<file path="config.mk">
export PLATFORM = sky130hd
export DESIGN_NAME = request_router_with_timeout_unit_flat
export DESIGN_NICKNAME = d
export VERILOG_FILES = /design/src/design/rrt_pkg.sv /design/src/design/rrt_channels.sv /design/src/design/rrt_cfg_regs.sv /design/src/design/rrt_engine.sv /design/src/design/rrt_result_fifo.sv /design/src/design/request_router_with_timeout_unit.sv /design/src/flat_wrapper.sv
export SDC_FILE = /design/constraint.sdc
export NUM_CORES = 1
export LEC_CHECK = 0
export BUFFER_PORTS_ARGS = -buffer_cell sky130_fd_sc_hd__buf_4
export CAP_MARGIN = 15
export CORE_MARGIN = 5
export CORE_UTILIZATION = 60
export CTS_CLUSTER_SIZE = 14
export DETAILED_ROUTE_END_ITERATION = 10
export GPL_TIMING_DRIVEN = 0
export PLACE_DENSITY = 0.76
export SYNTH_ARGS = -nofsm -noshare
export SYNTH_HDL_FRONTEND = slang
export SYNTH_HIERARCHICAL = 1
export SYNTH_SLANG_ARGS = --single-unit
</file>
<file path="constraint.sdc">
create_clock -name clk -period 15.7 [get_ports clk]
set_input_delay 0.785 -clock clk [delete_from_list [all_inputs] [get_ports clk]]
set_output_delay 0.785 -clock clk [all_outputs]
set_load 0.1 [all_outputs]
</file>
<file path="src/design/rrt_pkg.sv">
// ----------------------------------------------------------------------------
// rrt_pkg
// shared constants, codes and types of the request router with timeout
// ----------------------------------------------------------------------------
package rrt_pkg;

    localparam int NUM_CLIENTS = 2;
    localparam int NUM_SERVERS = 2;
    localparam int TIMER_WIDTH = 16;

    localparam int ID_W       = 8;
    localparam int SIZE_W     = 9;
    localparam int TIMEOUT_W  = 16;
    localparam int CFG_DATA_W = 16;
    localparam int CFG_IDX_W  = 3;

    localparam logic [SIZE_W-1:0] REQ_MIN_LEN = SIZE_W'(5);
    localparam logic [SIZE_W-1:0] RSP_MIN_LEN = SIZE_W'(5);

    // result queue
    localparam int FIFO_DEPTH = 4;
    localparam int PTR_W      = 2;
    localparam int CNT_W      = 3;

    typedef enum logic [1:0] {
        CMD_REQUEST  = 2'd0,
        CMD_RESPONSE = 2'd1,
        CMD_TICK     = 2'd2
    } cmd_t;

    typedef enum logic [2:0] {
        K_TO_SERVER = 3'd0,
        K_TO_CLIENT = 3'd1,
        K_NO_ROUTE  = 3'd2,
        K_TIMEOUT   = 3'd3,
        K_IGNORED   = 3'd4
    } kind_t;

    typedef enum logic [2:0] {
        PH_IDLE    = 3'b001,
        PH_PENDING = 3'b010,
        PH_WAIT    = 3'b100
    } phase_t;

    typedef enum logic [CFG_IDX_W-1:0] {
        REG_SERVER_ID_0      = 3'd0,
        REG_SERVER_ID_1      = 3'd1,
        REG_SERVER_ENABLE    = 3'd2,
        REG_CLIENT_ENABLE    = 3'd3,
        REG_CLIENT_TIMEOUT_0 = 3'd4,
        REG_CLIENT_TIMEOUT_1 = 3'd5
    } reg_idx_t;

    typedef struct packed {
        logic [1:0]        command;
        logic              port;
        logic [ID_W-1:0]   msg_id;
        logic [SIZE_W-1:0] msg_size;
    } event_t;

    typedef struct packed {
        kind_t             kind;
        logic              client_index;
        logic              server_index;
        logic [ID_W-1:0]   out_id;
        logic [SIZE_W-1:0] out_size;
        logic              last;
    } result_t;

    // up to two results written to the queue together
    typedef struct packed {
        logic [1:0]    count;
        result_t [1:0] res;
    } push_t;

    typedef struct packed {
        logic [NUM_SERVERS-1:0][ID_W-1:0]      server_id;
        logic [NUM_SERVERS-1:0]                server_enable;
        logic [NUM_CLIENTS-1:0]                client_enable;
        logic [NUM_CLIENTS-1:0][TIMEOUT_W-1:0] client_timeout;
    } cfg_t;

    function automatic result_t mk_result(kind_t k, logic c, logic s,
                                          logic [ID_W-1:0] id, logic [SIZE_W-1:0] size);
        result_t r;
        r.kind         = k;
        r.client_index = c;
        r.server_index = s;
        r.out_id       = id;
        r.out_size     = size;
        r.last         = 1'b0;
        return r;
    endfunction

endpackage

</file>
<file path="src/design/rrt_channels.sv">
// ----------------------------------------------------------------------------
// rrt channels
// valid/ready channels for incoming events and outgoing results
// ----------------------------------------------------------------------------
interface rrt_event_if;
    logic       valid;
    logic       ready;
    logic [1:0] command;
    logic       port;
    logic [7:0] msg_id;
    logic [8:0] msg_size;

    modport source (output valid, command, port, msg_id, msg_size, input ready);
    modport sink   (input valid, command, port, msg_id, msg_size, output ready);
endinterface

interface rrt_result_if;
    logic       valid;
    logic       ready;
    logic [2:0] kind;
    logic       client_index;
    logic       server_index;
    logic [7:0] out_id;
    logic [8:0] out_size;
    logic       last;

    modport source (output valid, kind, client_index, server_index, out_id, out_size, last,
                    input ready);
    modport sink   (input valid, kind, client_index, server_index, out_id, out_size, last,
                    output ready);
endinterface

</file>
<file path="src/design/rrt_cfg_regs.sv">
// ----------------------------------------------------------------------------
// rrt_cfg_regs
// configuration register bank written through a plain write port
// ----------------------------------------------------------------------------
module rrt_cfg_regs (
    input  logic                           clk,
    input  logic                           rst_n,
    input  logic                           cfg_wr_en,
    input  logic [rrt_pkg::CFG_IDX_W-1:0]  cfg_index,
    input  logic [rrt_pkg::CFG_DATA_W-1:0] cfg_wdata,
    output rrt_pkg::cfg_t                  cfg
);
    import rrt_pkg::*;

    cfg_t cfg_reg;
    cfg_t cfg_next;

    always_comb
    begin
        cfg_next = cfg_reg;
        if (cfg_wr_en)
        begin
            case (cfg_index)
                REG_SERVER_ID_0:      cfg_next.server_id[0]      = cfg_wdata[ID_W-1:0];
                REG_SERVER_ID_1:      cfg_next.server_id[1]      = cfg_wdata[ID_W-1:0];
                REG_SERVER_ENABLE:    cfg_next.server_enable     = cfg_wdata[NUM_SERVERS-1:0];
                REG_CLIENT_ENABLE:    cfg_next.client_enable     = cfg_wdata[NUM_CLIENTS-1:0];
                REG_CLIENT_TIMEOUT_0: cfg_next.client_timeout[0] = cfg_wdata[TIMEOUT_W-1:0];
                REG_CLIENT_TIMEOUT_1: cfg_next.client_timeout[1] = cfg_wdata[TIMEOUT_W-1:0];
                default:              cfg_next = cfg_reg;
            endcase
        end
    end

    always_ff @(posedge clk or negedge rst_n)
    begin
        if (!rst_n)
        begin
            cfg_reg <= '0;
        end
        else
        begin
            cfg_reg <= cfg_next;
        end
    end

    assign cfg = cfg_reg;

endmodule

</file>
<file path="src/design/rrt_engine.sv">
// ----------------------------------------------------------------------------
// rrt_engine
// event input register, client and server state, and the routing step
// ----------------------------------------------------------------------------
module rrt_engine (
    input  logic            clk,
    input  logic            rst_n,
    input  rrt_pkg::cfg_t   cfg,
    input  logic            in_valid,
    output logic            in_ready,
    input  rrt_pkg::event_t in_item,
    input  logic            room,
    output rrt_pkg::push_t  push
);
    import rrt_pkg::*;

    logic   ev_valid_reg;
    logic   ev_valid_next;
    event_t ev_reg;

    phase_t                 phase_reg    [NUM_CLIENTS];
    phase_t                 phase_next   [NUM_CLIENTS];
    logic                   target_reg   [NUM_CLIENTS];
    logic                   target_next  [NUM_CLIENTS];
    logic [TIMER_WIDTH-1:0] timer_reg    [NUM_CLIENTS];
    logic [TIMER_WIDTH-1:0] timer_next   [NUM_CLIENTS];
    logic [ID_W-1:0]        req_id_reg   [NUM_CLIENTS];
    logic [ID_W-1:0]        req_id_next  [NUM_CLIENTS];
    logic [SIZE_W-1:0]      req_size_reg [NUM_CLIENTS];
    logic [SIZE_W-1:0]      req_size_next[NUM_CLIENTS];
    logic [NUM_SERVERS-1:0] busy_reg;
    logic [NUM_SERVERS-1:0] busy_next;

    logic    process;
    logic    in_accept;
    result_t res [2];
    logic [1:0] n;

    assign process   = ev_valid_reg && room;
    assign in_ready  = !ev_valid_reg || process;
    assign in_accept = in_valid && in_ready;

    always_comb
    begin
        if (in_accept)
            ev_valid_next = 1'b1;
        else if (process)
            ev_valid_next = 1'b0;
        else
            ev_valid_next = ev_valid_reg;
    end

    // one event: state update and up to two results
    always_comb
    begin
        logic found_match;
        logic found_zero;
        logic pick_match;
        logic pick_zero;
        logic pick;
        logic done;
        logic c;
        logic s;
        logic t;

        found_match = 1'b0;
        found_zero  = 1'b0;
        pick_match  = 1'b0;
        pick_zero   = 1'b0;
        pick        = 1'b0;
        done        = 1'b0;
        c           = ev_reg.port;
        s           = ev_reg.port;
        t           = 1'b0;
        n           = 2'd0;
        res[0]      = '0;
        res[1]      = '0;
        busy_next   = busy_reg;
        for (int i = 0; i < NUM_CLIENTS; i++)
        begin
            phase_next[i]    = phase_reg[i];
            target_next[i]   = target_reg[i];
            timer_next[i]    = timer_reg[i];
            req_id_next[i]   = req_id_reg[i];
            req_size_next[i] = req_size_reg[i];
        end

        if (process)
        begin
            case (ev_reg.command)
                CMD_REQUEST:
                begin
                    // lowest server wins: scan downward so the last hit is kept
                    for (int j = NUM_SERVERS - 1; j >= 0; j--)
                    begin
                        if (cfg.server_enable[j] && cfg.server_id[j] == ev_reg.msg_id)
                        begin
                            found_match = 1'b1;
                            pick_match  = 1'(j);
                        end
                        if (cfg.server_enable[j] && cfg.server_id[j] == '0)
                        begin
                            found_zero = 1'b1;
                            pick_zero  = 1'(j);
                        end
                    end
                    pick = found_match ? pick_match : pick_zero;

                    if (!cfg.client_enable[c] || phase_reg[c] != PH_IDLE ||
                        ev_reg.msg_size < REQ_MIN_LEN)
                    begin
                        res[0] = mk_result(K_IGNORED, c, 1'b0, '0, '0);
                        n      = 2'd1;
                    end
                    else if (!found_match && !found_zero)
                    begin
                        res[0] = mk_result(K_NO_ROUTE, c, 1'b0, ev_reg.msg_id, ev_reg.msg_size);
                        n      = 2'd1;
                    end
                    else
                    begin
                        target_next[c]   = pick;
                        req_id_next[c]   = ev_reg.msg_id;
                        req_size_next[c] = ev_reg.msg_size;
                        if (busy_reg[pick])
                        begin
                            phase_next[c] = PH_PENDING;
                        end
                        else
                        begin
                            busy_next[pick] = 1'b1;
                            timer_next[c]   = TIMER_WIDTH'(cfg.client_timeout[c]);
                            phase_next[c]   = PH_WAIT;
                            res[0] = mk_result(K_TO_SERVER, c, pick, ev_reg.msg_id,
                                               ev_reg.msg_size);
                            n      = 2'd1;
                        end
                    end
                end

                CMD_RESPONSE:
                begin
                    if (ev_reg.msg_size >= RSP_MIN_LEN)
                    begin
                        for (int i = 0; i < NUM_CLIENTS; i++)
                        begin
                            if (!done && cfg.client_enable[i] && phase_reg[i] == PH_WAIT &&
                                target_reg[i] == s)
                            begin
                                busy_next[s]  = 1'b0;
                                phase_next[i] = PH_IDLE;
                                res[0] = mk_result(K_TO_CLIENT, 1'(i), s, ev_reg.msg_id,
                                                   ev_reg.msg_size);
                                done   = 1'b1;
                            end
                        end
                    end
                    if (!done)
                        res[0] = mk_result(K_IGNORED, 1'b0, s, '0, '0);
                    n = 2'd1;
                end

                CMD_TICK:
                begin
                    // client 0 first; its busy update is seen by client 1
                    for (int i = 0; i < NUM_CLIENTS; i++)
                    begin
                        t = target_reg[i];
                        if (cfg.client_enable[i])
                        begin
                            if (phase_reg[i] == PH_PENDING)
                            begin
                                if (!busy_next[t])
                                begin
                                    busy_next[t]  = 1'b1;
                                    timer_next[i] = TIMER_WIDTH'(cfg.client_timeout[i]);
                                    phase_next[i] = PH_WAIT;
                                    res[n[0]] = mk_result(K_TO_SERVER, 1'(i), t,
                                                          req_id_reg[i], req_size_reg[i]);
                                    n = n + 2'd1;
                                end
                            end
                            else if (phase_reg[i] == PH_WAIT)
                            begin
                                if (timer_reg[i] != '0)
                                begin
                                    timer_next[i] = timer_reg[i] - TIMER_WIDTH'(1);
                                end
                                else
                                begin
                                    busy_next[t]  = 1'b0;
                                    phase_next[i] = PH_IDLE;
                                    res[n[0]] = mk_result(K_TIMEOUT, 1'(i), t, '0, '0);
                                    n = n + 2'd1;
                                end
                            end
                        end
                    end
                end

                default:
                begin
                    res[0] = mk_result(K_IGNORED, 1'b0, 1'b0, '0, '0);
                    n      = 2'd1;
                end
            endcase

            if (n == 2'd1)
                res[0].last = 1'b1;
            else if (n == 2'd2)
                res[1].last = 1'b1;
        end
    end

    assign push.count  = n;
    assign push.res[0] = res[0];
    assign push.res[1] = res[1];

    always_ff @(posedge clk or negedge rst_n)
    begin
        if (!rst_n)
        begin
            ev_valid_reg <= 1'b0;
            busy_reg     <= '0;
            for (int i = 0; i < NUM_CLIENTS; i++)
            begin
                phase_reg[i]    <= PH_IDLE;
                target_reg[i]   <= 1'b0;
                timer_reg[i]    <= '0;
                req_id_reg[i]   <= '0;
                req_size_reg[i] <= '0;
            end
        end
        else
        begin
            ev_valid_reg <= ev_valid_next;
            busy_reg     <= busy_next;
            for (int i = 0; i < NUM_CLIENTS; i++)
            begin
                phase_reg[i]    <= phase_next[i];
                target_reg[i]   <= target_next[i];
                timer_reg[i]    <= timer_next[i];
                req_id_reg[i]   <= req_id_next[i];
                req_size_reg[i] <= req_size_next[i];
            end
        end
    end

    always_ff @(posedge clk)
    begin
        if (in_accept)
            ev_reg <= in_item;
    end

endmodule

</file>
<file path="src/design/rrt_result_fifo.sv">
// ----------------------------------------------------------------------------
// rrt_result_fifo
// small result queue taking up to two results a cycle, giving one
// ----------------------------------------------------------------------------
module rrt_result_fifo (
    input  logic             clk,
    input  logic             rst_n,
    input  rrt_pkg::push_t   push,
    input  logic             pop,
    output logic             out_valid,
    output rrt_pkg::result_t out_item,
    output logic             room
);
    import rrt_pkg::*;

    result_t          mem [FIFO_DEPTH];
    logic [PTR_W-1:0] wr_ptr_reg;
    logic [PTR_W-1:0] wr_ptr_next;
    logic [PTR_W-1:0] rd_ptr_reg;
    logic [PTR_W-1:0] rd_ptr_next;
    logic [CNT_W-1:0] count_reg;
    logic [CNT_W-1:0] count_next;
    logic             do_pop;

    assign out_valid = count_reg != '0;
    assign out_item  = mem[rd_ptr_reg];
    assign room      = count_reg <= CNT_W'(FIFO_DEPTH - 2);
    assign do_pop    = pop && out_valid;

    always_comb
    begin
        wr_ptr_next = wr_ptr_reg + PTR_W'(push.count);
        rd_ptr_next = rd_ptr_reg + PTR_W'(do_pop);
        count_next  = count_reg + CNT_W'(push.count) - CNT_W'(do_pop);
    end

    always_ff @(posedge clk or negedge rst_n)
    begin
        if (!rst_n)
        begin
            wr_ptr_reg <= '0;
            rd_ptr_reg <= '0;
            count_reg  <= '0;
        end
        else
        begin
            wr_ptr_reg <= wr_ptr_next;
            rd_ptr_reg <= rd_ptr_next;
            count_reg  <= count_next;
        end
    end

    always_ff @(posedge clk)
    begin
        if (push.count != 2'd0)
            mem[wr_ptr_reg] <= push.res[0];
        if (push.count == 2'd2)
            mem[wr_ptr_reg + PTR_W'(1)] <= push.res[1];
    end

endmodule

</file>
<file path="src/design/request_router_with_timeout_unit.sv">
// ----------------------------------------------------------------------------
// request_router_with_timeout_unit
// routes client requests to servers, forwards responses, times out clients
// ----------------------------------------------------------------------------
// An event (request, response or tick) is taken into an input register and
// handled in one pass of short logic that updates the client and server
// state and writes its one or two results into a four-entry result queue;
// the first result passes the input register and the queue before it reaches
// the result port. A new event is taken every cycle while the queue has two
// free entries. The result port gives one transaction per cycle while it is
// not stalled, so events with one result run at one per cycle and ticks that
// give two results more slowly. A request whose server is busy gives no result
// and only updates state. Configuration writes take effect at the next clock
// edge and are meant for idle periods only.
// ----------------------------------------------------------------------------
module request_router_with_timeout_unit (
    input  logic                           clk,
    input  logic                           rst_n,
    rrt_event_if.sink                      events,
    rrt_result_if.source                   results,
    input  logic                           cfg_wr_en,
    input  logic [rrt_pkg::CFG_IDX_W-1:0]  cfg_index,
    input  logic [rrt_pkg::CFG_DATA_W-1:0] cfg_wdata
);
    import rrt_pkg::*;

    cfg_t    cfg;
    event_t  in_item;
    push_t   push;
    result_t out_item;
    logic    room;
    logic    out_valid;

    // register bank
    rrt_cfg_regs u_cfg (
        .clk       (clk),
        .rst_n     (rst_n),
        .cfg_wr_en (cfg_wr_en),
        .cfg_index (cfg_index),
        .cfg_wdata (cfg_wdata),
        .cfg       (cfg)
    );

    // incoming event transaction payload
    assign in_item.command  = events.command;
    assign in_item.port     = events.port;
    assign in_item.msg_id   = events.msg_id;
    assign in_item.msg_size = events.msg_size;

    // routing and timeout state
    rrt_engine u_engine (
        .clk      (clk),
        .rst_n    (rst_n),
        .cfg      (cfg),
        .in_valid (events.valid),
        .in_ready (events.ready),
        .in_item  (in_item),
        .room     (room),
        .push     (push)
    );

    // result queue decouples the engine from a stalled result port
    rrt_result_fifo u_fifo (
        .clk       (clk),
        .rst_n     (rst_n),
        .push      (push),
        .pop       (results.ready),
        .out_valid (out_valid),
        .out_item  (out_item),
        .room      (room)
    );

    // outgoing result transaction
    assign results.valid        = out_valid;
    assign results.kind         = out_item.kind;
    assign results.client_index = out_item.client_index;
    assign results.server_index = out_item.server_index;
    assign results.out_id       = out_item.out_id;
    assign results.out_size     = out_item.out_size;
    assign results.last         = out_item.last;

endmodule

</file>
<file path="src/flat_wrapper.sv">
// flat-port wrapper written by rule: the top's interface ports become plain ports
module request_router_with_timeout_unit_flat import rrt_pkg::*;
  (clk, rst_n, cfg_wr_en, cfg_index, cfg_wdata, events_valid, events_command, events_port, events_msg_id, events_msg_size, events_ready, results_valid, results_kind, results_client_index, results_server_index, results_out_id, results_out_size, results_last, results_ready);
  rrt_event_if events_i ();
  rrt_result_if results_i ();
  input  logic clk;
  input  logic rst_n;
  input  logic cfg_wr_en;
  input  logic [rrt_pkg::CFG_IDX_W-1:0] cfg_index;
  input  logic [rrt_pkg::CFG_DATA_W-1:0] cfg_wdata;
  input wire logic [$bits(events_i.valid)-1:0] events_valid;
  input wire logic [$bits(events_i.command)-1:0] events_command;
  input wire logic [$bits(events_i.port)-1:0] events_port;
  input wire logic [$bits(events_i.msg_id)-1:0] events_msg_id;
  input wire logic [$bits(events_i.msg_size)-1:0] events_msg_size;
  output wire logic [$bits(events_i.ready)-1:0] events_ready;
  output wire logic [$bits(results_i.valid)-1:0] results_valid;
  output wire logic [$bits(results_i.kind)-1:0] results_kind;
  output wire logic [$bits(results_i.client_index)-1:0] results_client_index;
  output wire logic [$bits(results_i.server_index)-1:0] results_server_index;
  output wire logic [$bits(results_i.out_id)-1:0] results_out_id;
  output wire logic [$bits(results_i.out_size)-1:0] results_out_size;
  output wire logic [$bits(results_i.last)-1:0] results_last;
  input wire logic [$bits(results_i.ready)-1:0] results_ready;
  assign events_i.valid = events_valid;
  assign events_i.command = events_command;
  assign events_i.port = events_port;
  assign events_i.msg_id = events_msg_id;
  assign events_i.msg_size = events_msg_size;
  assign events_ready = events_i.ready;
  assign results_valid = results_i.valid;
  assign results_kind = results_i.kind;
  assign results_client_index = results_i.client_index;
  assign results_server_index = results_i.server_index;
  assign results_out_id = results_i.out_id;
  assign results_out_size = results_i.out_size;
  assign results_last = results_i.last;
  assign results_i.ready = results_ready;
  request_router_with_timeout_unit u_core (.clk(clk), .rst_n(rst_n), .events(events_i), .results(results_i), .cfg_wr_en(cfg_wr_en), .cfg_index(cfg_index), .cfg_wdata(cfg_wdata));
endmodule
</file>
# Word level (Yosys, flattened, before mapping)
# Memories as Yosys holds them, arrays and structs flattened.
# Index checks and enable logic that the tools add are counted.
[op_classes]
n_addsub = 8
order_cmp = 15
n_eq_ne = 35
n_mux = 164
n_bitwise = 20
reduce_logical = 50
[op_table]
columns = ["operator", "count"]
rows = [
  ["$mux W46", 6],
  ["$mux W23", 10],
  ["$mux W16", 13],
  ["$mux W32", 3],
  ["$bwmux W46", 2],
  ["$pmux W23 S3", 1],
  ["$mux W22", 3],
  ["$mux W2", 32],
  ["$pmux W32 S2", 1],
  ["$mux W1", 51],
  ["$mux W3", 16],
  ["$bwmux W32", 1],
  ["$reduce_bool A16 Y1", 2],
  ["$sub A16 B1 Y16 const B", 2],
  ["$mux W6", 4],
  ["$ne A3 B3 Y1 const B", 8],
  ["$demux W23 S1", 1],
  ["$mux W21", 1],
  ["$mux W20", 1],
  ["$reduce_and A10 Y1", 2],
  ["$logic_and A1 B1 Y1", 19],
  ["$mux W19", 1],
  ["$bwmux W18", 1],
  ["$pmux W6 S3", 1],
  ["51 further kinds", 110],
]
[totals]
register_bits = 156
ramBits = 92
inputBits = 44
output_inout_bits = 25
word_cells = 318
mem_count = 1
[memory_table]
columns = ["name", "depth", "width", "read_ports", "rd_ports_with_merged_regs", "write_ports", "line", "rtl"]
rows = [
  ["u_core.u_fifo.mem", 4, 23, 1, 0, 2, "rrt_result_fifo.sv:16", "result_t mem [FIFO_DEPTH];"],
]

# Logic depth before layout (Yosys ltp)
[depth]
ltp_word = 23
mapped_depth = 18
depth_no_buf = 17

# Hierarchy
# Netlist, hierarchy kept.
[modules_own_cells]
columns = ["mod", "instances", "cells_each", "area_per_inst_um2", "seq_area_each_um2"]
rows = [
  ["rrt_engine", 1, 705, 6334.8, 2529.9],
  ["rrt_result_fifo", 1, 265, 5054.8, 2937.8],
  ["rrt_cfg_regs", 1, 114, 2050.7, 1301.2],
]

# Worst setup path after synthesis
# Ideal clock, no wire load.
[synth_timing]
path_kind = "register to register"
from = "register u_core/u_engine/timer_reg[16] in the netlist's numbering"
to = "memory u_core/u_fifo/mem[0][0] in the netlist's numbering, enable pin"
setup_ns = 0.439
arrival_ns = 4.734
t_required_ns = 15.261
path_slack_ns = 10.527
path_stages_with_launch = 17
path_buffers = 1
period_less_slack_ns = 5.173
path_cell_list = "dfrtp_1 > inv_1 > ha_1 > nor4b_1 > nand2_1 > o31a_1 > buf_2 > inv_1 > ha_1 > nor2_1 > a21oi_1 > o21ai_0 > a21oi_1 > a211oi_1 > a21oi_1 > nor2_1 > o31ai_1"
[synth_rtl]
columns = ["item", "line", "rtl"]
rows = [
  ["from (decl)", "rrt_engine.sv:25", "logic [TIMER_WIDTH-1:0] timer_reg [NUM_CLIENTS];"],
  ["from (signal, indexed assignment)", "rrt_engine.sv:242", "timer_reg[i] <= timer_next[i];"],
  ["to (decl)", "rrt_result_fifo.sv:16", ""],
]

==> results by group <==
Route
  • DR WL/cell: 21.8 um
  • DRT Pass-1 Iters: 6
  • Via density: 6.41
  • Routed Wire Length: 32,400 um
  • Vias: 9,517
  • # DRC: 0
  • Post-Route M1 WL: about 14,000 um
  • Max layer used: met4
  • ANT nets after route: 0
  • Met3 WL: 2040 um
  • DRT iter0 DRCs: 811
  • Wire length on met2: 15,800 um

Clock tree
  • Clock-pin slew on the worst setup and hold paths: 0.06 ns
  • Htree depth: 1
  • Clk root buf: clkbuf_16
  • # Post-CTS Setup Buffers: 0
  • Clock Sinks: 248
  • Maximum clock path buffer count: 3
  • Hold-fix buffers, CTS: 0
  • CTS tree: done
  • Skew-Pair Late Insertion Delay: ~0.53 ns
  • Cts repair resizes: 0
  • Cts bufs inserted: 26

Synthesis
  • Top cell type's share of synthesized area: 25.0%
  • Mapped Area: 13,400 um2
  • Seq/Total Area, Yosys: 50.4%
  • Syn nets: between 1,000 and 1,500
  • Post-synth EDFFs: roughly 110
  • Synth cell count leaders: mux2_2 (140), dfrtp_1 (134), edfxtp_1 (112)
  • Top cells by area, synth: edfxtp_1 (25%), dfrtp_1 (25%), mux2_2 (12%)
  • Most common cell in the synthesized netlist: mux2_2
  • Yosys warns: 6
  • Cell variety after synth: 81
  • Top_reg_cell synth: dfrtp_1
  • Seq cells post-synth: approximately 250
  • Mean Syn Cell Area: 12.4 um2
  • Post-synth top area cell: edfxtp_1
  • Post-synth ARST share: between 50% and 60%
  • Synth Instances: 1,084

Floorplanning
  • Initial Utilization: 61.2%
  • Die Y: 160 um
  • Row count: 54
  • Die area: 25,500 um2
  • Die width: 160 um
  • Core area: 22,000 um2
  • IO Count: 69

Timing
  • Final hold violation count: 0
  • Crit share post-route: around a third
  • Max Fclk: 0.190 GHz
  • Setup violators final: 0
  • WHS: 0.246 ns
  • Min Tclk post-route: 5.25 ns
  • Final worst slack: 10.45 ns
  • Final TNS setup: 0 ns
  • Max-slew violation count: 0
  • Slew @ Worst Pin: 1.12 ns
  • Clk_skew: 0.0148 ns
  • RSZ-0062 raised after global routing: false
  • Max-slew headroom: between 20% and 30%

Pwr
  • Total power: 2750 uW
  • PwrDens: 180 nW/um2
  • Max VDD drop: 0.000130 V
  • LEAKAGE: 0.00623 uW

Setup path
  • Most frequent CP cell: a21oi_1
  • Buf/Inv on CP: 5
  • Crit-path max FO: 23
  • Max incr delay on CP: 0.83 ns
  • Crit path DAT: 5.39 ns
  • Crit start category: flip-flop
  • Worst Path Required: 15.83 ns
  • Critical path class: flip-flop to flip-flop
  • CP Capture Type: flip-flop
  • Slowest cell on crit path: a21o_1
  • Cell family with most CP delay: compound AO/OA/AOI/OAI gates
  • Critical-path cell list: inv_1, ha_1, nor4b_1, nand2_1, o31a_1, buf_2, inv_1, ha_1, nor2_1, a21oi_1, o21ai_0, a21oi_1, a211oi_1, a21oi_1, nor4bb_4, buf_6, buf_12, a21o_1

Place
  • Post-place setup slack: 10.52 ns
  • Routability cong.: 0.946
  • Port Buffers: 68
  • Dpl hpwl: 23,300 um

Final layout
  • # fillers: about 1,500
  • Ant diodes: 0
  • Final nets: about 1,200
  • Area growth, synth to finish: 14.0%
  • Register area: 6770 um2
  • Fraction of layout cells with a size suffix above 1: 30.3%
  • Max reg flops: 92
  • Multi-input logic area: ~6200 um2

Global routing
  • Total gr overflow: 0
  • GRT Total Usage: roughly a quarter
  • Vias in the first global route: between 9,000 and 10,000
  • Initial antenna violation count: 0
  • First-pass GRT wire length: 52,200 um
  • Pin count of the biggest net entering global routing: 78

Min path
  • HP Class: input port to asynchronous set/reset pin

Flow run
  • Max-cap violation count: 0

Outcome
  • Status: finished clean
power breakdown:
group | leakage (uW) | switching (uW) | internal, uW
Clock | 0.000443 | 245 | 407
Sequential | 0.00279 | 113 | 836
Combinational | 0.00300 | 787 | 366
worst register-to-register path, stage by stage (launching register included):
cell	delay [ns]
dfrtp_1	0.40
inv_1	0.12
ha_1	0.19
nor4b_1	0.46
nand2_1	0.18
o31a_1	0.31
buf_2	0.20
inv_1	0.15
ha_1	0.25
nor2_1	0.10
a21oi_1	0.04
o21ai_0	0.16
a21oi_1	0.06
a211oi_1	0.29
a21oi_1	0.37
nor4bb_4	0.37
buf_6	0.20
buf_12	0.16
a21o_1	0.84
area by class of cell:
class	count	area share (%)
Inverter	25	0.612
Timing Repair Buffer	72	3.91
Sequential cell	248	44.2
Tap cell	280	2.29
Clock buffer	37	4.78
Multi-Input combinational cell	744	40.4
Clock inverter	11	1.18
Buffer	67	2.64
path summary, 6_finish.rpt:
path                       cells after the start                                       from  slack (ns)                                   to
max                                           18  u_core/u_engine/timer_reg[16]$_DFFE_PN0P_       10.45   u_core/u_fifo/mem[2][13]$_DFFE_PP_
min                                            1                                      rst_n        0.25     u_core/u_cfg/cfg[28]$_DFFE_PN0P_
max reg2reg                                   18  u_core/u_engine/timer_reg[16]$_DFFE_PN0P_       10.45   u_core/u_fifo/mem[2][13]$_DFFE_PP_
min reg2reg                                    1           u_core/u_cfg/cfg[22]$_DFFE_PN0P_        0.51     u_core/u_cfg/cfg[22]$_DFFE_PN0P_
max in group asynchronous                      2                                      rst_n       14.69     u_core/u_cfg/cfg[36]$_DFFE_PN0P_
min in group clk                               1                         events_msg_size[2]        0.44  u_core/u_engine/ev_reg[2]$_DFFE_PP_
layer usage:
layer / up-vias / track usage [%]
met3: 81 / 3.43
met4: 0 / 7.18
met2: 402 / 42.0
met5: - / 0
li1: 4341 / -
met1: 4693 / 34.7
cells in the final DEF (no fill, tap or decap), types with 5 or more instances in the layout:
master / netlist / layout
nand4_1: 10 / 10
xnor2_1: 17 / 17
a22oi_1: 10 / 10
nand2_1: 57 / 57
clkbuf_16: 0 / 27
o21ai_1: 17 / 17
a221oi_1: 17 / 17
a21oi_1: 43 / 43
mux4_2: 23 / 23
ha_1: 14 / 14
buf_6: 8 / 9
a21o_1: 19 / 19
o21ai_0: 45 / 45
nor4_1: 6 / 6
bufinv_16: 0 / 5
xor2_1: 8 / 8
and3_1: 10 / 10
a211oi_1: 5 / 5
mux2_4: 33 / 33
nand3_1: 12 / 12
nor3_1: 20 / 20
dfrtp_1: 134 / 134
edfxtp_1: 112 / 112
nor2_1: 63 / 62
a31oi_1: 8 / 8
or3_1: 5 / 5
o31ai_1: 30 / 29
buf_2: 11 / 11
nand2b_1: 6 / 6
or2_2: 5 / 5
clkbuf_1: 35 / 43
nor2b_1: 8 / 7
mux2_2: 140 / 140
a32oi_1: 11 / 11
inv_1: 25 / 25
mux2_1: 6 / 6
buf_4: 8 / 75
and2_1: 23 / 23
logic make-up (layout without fill, tap and decap cells):
logic type | count (synthesis) | count (layout) | synth area share, %
xor+xnor | 25 | 25 | 1.63
buf+inv | 92 | 212 | 3.71
compound gates | 241 | 241 | 12.0
mux | 205 | 205 | 20.0
flops | 248 | 248 | 50.4
other cells | 1 | 1 | 0.0279
fa+ha+maj | 15 | 15 | 1.45
simple gates | 257 | 257 | 10.8
through the flow:
step | instances | area, um2 | utilization (%)
finish | 1484 | 15300 | 69.8
global route | 1484 | 15300 | 69.8
CTS | 1484 | 15300 | 69.8
detailed placement | 1436 | 14400 | 65.6
global placement | 1432 | 14300 | 65.1
floorplan | 1084 | 13400 | -
Note: power is estimated with default switching activity, not from simulation.
